[src/assert_macros.svh]
// Assertion helpers used by the RTL core.
`ifndef ASSERT_MACROS_SVH
`define ASSERT_MACROS_SVH

// Check on every edge outside reset.
`define HTDB_ASSERT(lbl, prop) \
  lbl: assert property (@(posedge clk) disable iff (!rst_n) prop) \
    else $error("assertion failed");

// Check on every edge, reset included.
`define HTDB_ASSERT_RST(lbl, prop) \
  lbl: assert property (@(posedge clk) prop) \
    else $error("reset assertion failed");

`endif

[src/htdb_pkg.sv]
package htdb_pkg;

  localparam int LANES         = 4;
  localparam int SAMPLE_FIELDS = 4;
  localparam int SCAN_LANES    = (LANES < SAMPLE_FIELDS) ? LANES : SAMPLE_FIELDS;

  localparam int SAMPLE_W = 24;
  localparam int HOLD_W   = 24;
  localparam int COUNT_W  = 25;
  localparam int ADDR_W   = 4;
  localparam int DATA_W   = 32;

  localparam logic [1:0] REG_TRIGGER_LEVEL = 2'd0;
  localparam logic [1:0] REG_REST_LEVEL    = 2'd1;
  localparam logic [1:0] REG_TRIGGER_HOLD  = 2'd2;
  localparam logic [1:0] REG_REST_HOLD     = 2'd3;

  localparam logic ACTION_SAMPLES = 1'b0;
  localparam logic ACTION_CONTROL = 1'b1;

  localparam logic EVENT_TRIGGER = 1'b0;
  localparam logic EVENT_REST    = 1'b1;

  typedef logic signed [SAMPLE_W-1:0] sample_t;

  typedef struct packed {
    logic signed [SAMPLE_W-1:0] trigger_level;
    logic signed [SAMPLE_W-1:0] rest_level;
  } htdb_thr_t;

  typedef struct packed {
    logic fire;
    logic kind;
  } htdb_evt_t;

endpackage

[src/htdb_lane.sv]
module htdb_lane (
  input  htdb_pkg::sample_t  sample,
  input  htdb_pkg::htdb_thr_t thr,
  input  logic               armed,
  output logic               hit
);
  import htdb_pkg::*;

  logic above_trigger;
  logic below_rest;

  assign above_trigger = (sample >= thr.trigger_level);
  assign below_rest    = (sample < thr.rest_level);
  assign hit           = armed ? above_trigger : below_rest;

endmodule

[src/htdb_merge.sv]
module htdb_merge (
  input  logic [htdb_pkg::SCAN_LANES-1:0] lane_hit,
  input  logic                            armed,
  output htdb_pkg::htdb_evt_t             evt
);
  import htdb_pkg::*;

  always_comb begin
    evt.fire = |lane_hit;
    evt.kind = armed ? EVENT_TRIGGER : EVENT_REST;
  end

endmodule

[src/hysteresis_threshold_debounce_core.sv]
// An event is registered into out_valid, or into the skid entry when the output stalls.
// One word per cycle unless stalled; all lanes compare in parallel in the accept cycle.
// A two-entry output stage (register plus skid) raises in_stall only when both are full.
// Sync reset (rst_n low): armed, no hold-off, count zero, config and valid flags zero.
module hysteresis_threshold_debounce_core (
  input  logic                          clk,
  input  logic                          rst_n,
  input  logic                          in_valid,
  output logic                          in_stall,
  input  logic                          in_action,
  input  htdb_pkg::sample_t             in_sample_0,
  input  htdb_pkg::sample_t             in_sample_1,
  input  htdb_pkg::sample_t             in_sample_2,
  input  htdb_pkg::sample_t             in_sample_3,
  input  logic                          in_control_value,
  output logic                          out_valid,
  input  logic                          out_stall,
  output logic                          out_event_kind,
  input  logic                          psel,
  input  logic                          penable,
  input  logic                          pwrite,
  input  logic [htdb_pkg::ADDR_W-1:0]   paddr,
  input  logic [htdb_pkg::DATA_W-1:0]   pwdata,
  output logic [htdb_pkg::DATA_W-1:0]   prdata,
  output logic                          pready
);
  import htdb_pkg::*;
  `include "assert_macros.svh"

  sample_t                 trigger_level_r;
  sample_t                 rest_level_r;
  logic [HOLD_W-1:0]       trigger_hold_r;
  logic [HOLD_W-1:0]       rest_hold_r;

  logic                    armed_r, armed_nxt;
  logic                    trig_holding_r, trig_holding_nxt;
  logic                    rest_holding_r, rest_holding_nxt;
  logic [COUNT_W-1:0]      hold_count_r, hold_count_nxt;

  logic                    out_valid_r;
  logic                    out_kind_r;
  logic                    skid_valid_r;
  logic                    skid_kind_r;

  logic                    cfg_wr;
  logic [1:0]              cfg_idx;
  logic                    in_accept;
  logic                    res_valid;
  logic                    res_kind;
  logic [COUNT_W-1:0]      count_adv;
  logic [COUNT_W-1:0]      hold_limit;
  logic                    out_free;

  sample_t                 sample_arr [SAMPLE_FIELDS];
  logic [SCAN_LANES-1:0]   lane_hit;
  htdb_thr_t               thr;
  htdb_evt_t               evt;

  assign pready  = 1'b1;
  assign cfg_wr  = psel & penable & pwrite & pready;
  assign cfg_idx = paddr[3:2];

  always_ff @(posedge clk) begin
    if (!rst_n) begin
      trigger_level_r <= '0;
      rest_level_r    <= '0;
      trigger_hold_r  <= '0;
      rest_hold_r     <= '0;
    end else if (cfg_wr) begin
      case (cfg_idx)
        REG_TRIGGER_LEVEL: trigger_level_r <= pwdata[SAMPLE_W-1:0];
        REG_REST_LEVEL:    rest_level_r    <= pwdata[SAMPLE_W-1:0];
        REG_TRIGGER_HOLD:  trigger_hold_r  <= pwdata[HOLD_W-1:0];
        REG_REST_HOLD:     rest_hold_r     <= pwdata[HOLD_W-1:0];
        default: ;
      endcase
    end
  end

  always_comb begin
    case (cfg_idx)
      REG_TRIGGER_LEVEL: prdata = DATA_W'(trigger_level_r);
      REG_REST_LEVEL:    prdata = DATA_W'(rest_level_r);
      REG_TRIGGER_HOLD:  prdata = {{(DATA_W-HOLD_W){1'b0}}, trigger_hold_r};
      REG_REST_HOLD:     prdata = {{(DATA_W-HOLD_W){1'b0}}, rest_hold_r};
      default:           prdata = '0;
    endcase
  end

  assign sample_arr[0] = in_sample_0;
  assign sample_arr[1] = in_sample_1;
  assign sample_arr[2] = in_sample_2;
  assign sample_arr[3] = in_sample_3;

  assign thr.trigger_level = trigger_level_r;
  assign thr.rest_level    = rest_level_r;

  for (genvar g = 0; g < SCAN_LANES; g++) begin : g_lane
    htdb_lane u_lane (
      .sample (sample_arr[g]),
      .thr    (thr),
      .armed  (armed_r),
      .hit    (lane_hit[g])
    );
  end

  htdb_merge u_merge (
    .lane_hit (lane_hit),
    .armed    (armed_r),
    .evt      (evt)
  );

  assign in_stall  = skid_valid_r;
  assign in_accept = in_valid & ~in_stall;

  assign count_adv  = hold_count_r + COUNT_W'(LANES);
  assign hold_limit = trig_holding_r ? {1'b0, trigger_hold_r} : {1'b0, rest_hold_r};

  always_comb begin
    armed_nxt        = armed_r;
    trig_holding_nxt = trig_holding_r;
    rest_holding_nxt = rest_holding_r;
    hold_count_nxt   = hold_count_r;
    res_valid        = 1'b0;
    res_kind         = evt.kind;
    if (in_accept) begin
      if (in_action == ACTION_CONTROL) begin
        armed_nxt        = ~in_control_value;
        trig_holding_nxt = 1'b0;
        rest_holding_nxt = 1'b0;
        hold_count_nxt   = '0;
      end else if (trig_holding_r || rest_holding_r) begin
        if (count_adv >= hold_limit) begin
          trig_holding_nxt = 1'b0;
          rest_holding_nxt = 1'b0;
          hold_count_nxt   = '0;
        end else begin
          hold_count_nxt = count_adv;
        end
      end else if (evt.fire) begin
        res_valid = 1'b1;
        armed_nxt = ~armed_r;
        if (armed_r) begin
          trig_holding_nxt = 1'b1;
        end else begin
          rest_holding_nxt = 1'b1;
        end
      end
    end
  end

  always_ff @(posedge clk) begin
    if (!rst_n) begin
      armed_r        <= 1'b1;
      trig_holding_r <= 1'b0;
      rest_holding_r <= 1'b0;
      hold_count_r   <= '0;
    end else begin
      armed_r        <= armed_nxt;
      trig_holding_r <= trig_holding_nxt;
      rest_holding_r <= rest_holding_nxt;
      hold_count_r   <= hold_count_nxt;
    end
  end

  assign out_free = ~out_valid_r | ~out_stall;

  always_ff @(posedge clk) begin
    if (!rst_n) begin
      out_valid_r  <= 1'b0;
      skid_valid_r <= 1'b0;
    end else if (out_free) begin
      if (skid_valid_r) begin
        out_valid_r  <= 1'b1;
        skid_valid_r <= 1'b0;
      end else begin
        out_valid_r <= res_valid;
      end
    end else if (res_valid) begin
      skid_valid_r <= 1'b1;
    end
  end

  always_ff @(posedge clk) begin
    if (out_free) begin
      out_kind_r <= skid_valid_r ? skid_kind_r : res_kind;
    end
    if (!out_free && res_valid) begin
      skid_kind_r <= res_kind;
    end
  end

  assign out_valid      = out_valid_r;
  assign out_event_kind = out_kind_r;

  `HTDB_ASSERT(a_one_holdoff, !(trig_holding_r && rest_holding_r))
  `HTDB_ASSERT(a_skid_behind_out, skid_valid_r |-> out_valid_r)
  `HTDB_ASSERT(a_count_only_holding, (hold_count_r != '0) |-> (trig_holding_r || rest_holding_r))
  `HTDB_ASSERT(a_control_clears, (in_accept && in_action == ACTION_CONTROL) |=> (!trig_holding_r && !rest_holding_r && hold_count_r == '0))
  `HTDB_ASSERT_RST(a_reset_armed, !rst_n |=> (armed_r && !out_valid_r && !skid_valid_r))

endmodule

[config.mk]
export PLATFORM = sky130hd
export DESIGN_NAME = hysteresis_threshold_debounce_core
export DESIGN_NICKNAME = d
export VERILOG_FILES = /design/src/htdb_pkg.sv /design/src/htdb_lane.sv /design/src/htdb_merge.sv /design/src/hysteresis_threshold_debounce_core.sv
export VERILOG_INCLUDE_DIRS = /design/src /design/src/src
export SDC_FILE = /design/constraint.sdc
export NUM_CORES = 1
export LEC_CHECK = 0
export BUFFER_PORTS_ARGS = -buffer_cell sky130_fd_sc_hd__buf_2
export CORE_UTILIZATION = 55
export DETAILED_ROUTE_END_ITERATION = 8
export PLACE_DENSITY = 0.78
export SLEW_MARGIN = 20
export SYNTH_ARGS = -nofsm -noshare
export SYNTH_HDL_FRONTEND = slang
export SYNTH_SLANG_ARGS = --single-unit
[constraint.sdc]
create_clock -name clk -period 8.08 [get_ports clk]
set_input_delay 0.808 -clock clk [delete_from_list [all_inputs] [get_ports clk]]
set_output_delay 0.808 -clock clk [all_outputs]
set_load 0.02 [all_outputs]
==> out/qor.yml <==
clocking:
  cts_setup_buffers: 0
  cts_buffers: 17
  clk_latency_ns: 0.42
  ctsLongestPathBuffers: 2
  cts-hold-fix-buffers: 0
  cts.repair.resized: 0
  clock_sinks: 126
  cts_max_level: 4
  cts_tree: "yes"
  clk_pin_slew_worst_paths_ns: 0.06
  cts_root_buf: "clkbuf_16"
timing:
  finalHoldViolCount: 0
  fin_tns_setup_ns: 0
  skew_ns: 0.00655
  hold_slack_ns: 0.465
  rsz0062_at_grt: "false"
  setup_viol: 0
  relSlewSlack_pct: 24.5
  worst_pin_slew_ns: 1.13
  period_share_pct: 51.5
  fin_crit_ns: 4.16
  slew_violations: 0
  clock.fmax_mhz: 240
power:
  netSwitchingFraction_pct: 27.8
  p_int_mw: 1.24
  clkPwrFrac_pct: 46.1
  p_comb_share_pct: 16.8
  seqPwrFrac_pct: 37.1
  switchingPower_mw: 0.477
  powerDensity_nw_per_um2: 142
  vdd_ir_drop_max_mv: 0.138
  leakagePower_nw: 4.97
detailed_routing:
  vias: 10100
  post-route-drc-count: 0
  routedWlPerCell_um: 18.9
  drt_iter0_markers: 890
  final_antenna_net_count: 0
  viasPerCell: 6.15
  firstDrtPassIters: 5
  drt-total-wl_um: 31100
worst_setup_path:
  cpPeakStageDelay_ns: 0.57
  required_ns: 8.42
  cp-start-kind: "register"
  path_cells: "and3_1, nand4_1, or2_2, nor2_1, xor2_1, ha_1, a21o_1, a21o_1, a21oi_1, o211ai_1, o31a_1, nor3b_2, buf_4, a22oi_1, nor2_1"
  cp_data_arrival_time_ns: 4.50
  crit_type: "register to register"
  cp_slowest_cell: "nor3b_2"
  worst_setup_path_end_kind: "register"
  crit_family: "simple AND/OR/NAND/NOR gates"
  path_buf_inv: 1
  worstPathMaxFanout: 15
logic_synthesis:
  synthTopCellsByCount: "239 x nand2_1, 211 x ha_1, 159 x a21oi_1, 124 x dfxtp_1, 64 x inv_1"
  synthTopCellsByArea: "ha_1 25%, dfxtp_1 24%, nand2_1 8.5%"
  synth_edf_count: 2
  synth.distinct_cells: 70
  ys.flop_type: "dfxtp_1"
  synthArstFlopShare_pct: 0
  synth_seq_cells: 126
  ys_seq_area_share_pct: 24.2
  netlist.area_leader.share_pct: 25.1
  synthCells: 1267
  synth_area_um2: 10500
  postSynthAreaPerCell_um2: 8.29
  yosysMostFrequentCell: "nand2_1"
  yosysTopAreaCell: "ha_1"
  synth_nets: 1619
  ys.warnings.count: 0
floorplan:
  initial_core_util_pct: 56.2
  die_area_um2: 19700
  dieHeight_um: 140
  core_um2: 18700
  ios: 177
  row_count: 50
  die_x_um: 140
global_route:
  grt_pass1_wl_um: 48800
  overflow: 0
  grt_pass1_vias: 9619
  grt_max_degree: 68
  antenna_found_initial: 0
  grt_usage_pct: 31.9
layout:
  area_delta_synth_final_pct: 14.7
  regArea_um2: 2540
  drive_gt1_share_pct: 17.3
  multi_input_area_um2: 7490
  utilization_pct: 64.5
  num_antenna_cells: 0
  num-fill-cells: 1591
  finalNetCount: 1755
status:
  status: "complete, no violations"
placement:
  placement.io_buffers: 165
  dp_hpwl_um: 24400
  place.gp.congestion: 0.962
flow_run:
  drv_cap: 0
worst_hold_path:
  min_path_type: "register to register"
==> cell families after synthesis <==
| group | count (synthesis) | synth area share (%) |
|---|---|---|
| AOI/OAI and AO/OA | 300 | 18.0 |
| xor gates and xnor gates | 21 | 1.75 |
| adders and majority gates | 211 | 25.1 |
| buffers and inverters | 119 | 4.58 |
| DFF | 126 | 24.2 |
| muxes | 50 | 7.55 |
| other | 1 | 0.0357 |
| and+or+nand+nor | 439 | 18.8 |
==> per-stage QoR <==
stage	setup slack, ns	cell area, um^2	cells	total power, mW
global placement	4.09	11400	1618	0.924
CTS	3.95	12100	1650	1.71
global route	3.63	12100	1650	1.78
finish	3.92	12100	1650	1.72
floorplan	4.70	10500	1267	0.826
detailed placement	4.06	11400	1618	0.933
==> layer usage <==
metal  track usage [%]  wire length, um  vias to the layer above
met1              42.2            13500                     4751
met3              3.86             2070                       72
met2              52.2            14400                      437
met5                 0                0                        -
met4              14.1             1200                        0
li1                  -                -                     4887
==> power groups by stage <==
stage	Clock (mW)	Combinational, mW	Sequential (mW)
final	0.792	0.288	0.638
after global routing	0.823	0.321	0.638
after CTS	0.793	0.284	0.637
after detailed placement	0	0.282	0.651
after global placement	0	0.274	0.651
after floorplan	0	0.175	0.650
==> flip-flops by register name (all words and copies together), names as in the netlist <==
name	cells
rest_hold_r	24
rest_level_r	24
trigger_hold_r	24
trigger_level_r	24
hold_count_r	23
armed_r	1
in_stall	1
out_event_kind	1
out_valid	1
rest_holding_r	1
skid_kind_r	1
trig_holding_r	1
==> worst paths after layout <==
check,startpoint,endpoint,slack [ns],depth (start not counted)
min reg2reg,rest_hold_r[14]$_SDFFE_PN0P_,rest_hold_r[14]$_SDFFE_PN0P_,0.47,2
min,rest_hold_r[14]$_SDFFE_PN0P_,rest_hold_r[14]$_SDFFE_PN0P_,0.47,2
max reg2reg,hold_count_r[4]$_SDFFE_PN0P_,hold_count_r[11]$_SDFFE_PN0P_,3.92,15
max,hold_count_r[4]$_SDFFE_PN0P_,hold_count_r[11]$_SDFFE_PN0P_,3.92,15
==> worst register-to-register path: stages (launching register included) <==
cell and delay, ns:
dfxtp_1 0.42, and3_1 0.24, nand4_1 0.18, or2_2 0.38, nor2_1 0.14, xor2_1 0.26, ha_1 0.31, a21o_1 0.18
a21o_1 0.17, a21oi_1 0.22, o211ai_1 0.12, o31a_1 0.34, nor3b_2 0.57, buf_4 0.34, a22oi_1 0.13, nor2_1 0.10
==> placed cells by master (no fill, tap or decap), drive strengths merged, types with 3 or more instances in the layout <==
master,instances
and3,19
nand2b,5
buf,171
nor4,3
a211oi,14
nand3,32
and2,3
bufinv,3
a21o,17
o21ai,28
a2111oi,9
a21oi,160
xnor2,9
or2,3
and4,3
a221oi,6
nand2,239
clkbuf,18
ha,211
mux4,23
mux2i,26
nor3b,3
clkinv,4
nor2b,8
o31ai,7
xor2,12
nor3,14
nand4,37
a22oi,23
dfxtp,124
or3,3
inv,69
clkinvlp,3
o211ai,10
nor2,60
a31oi,3
o21a,5
==> final cells by class <==
cell class / instances / area share [%]
inverters: 65 / 2.03
clock buffers: 18 / 3.56
clock inverters: 14 / 1.51
repair buffers: 171 / 7.22
flip-flops and latches: 126 / 21.1
well taps: 234 / 2.43
multi-input cells: 1022 / 62.2
Note: power is estimated with default switching activity, not from simulation.
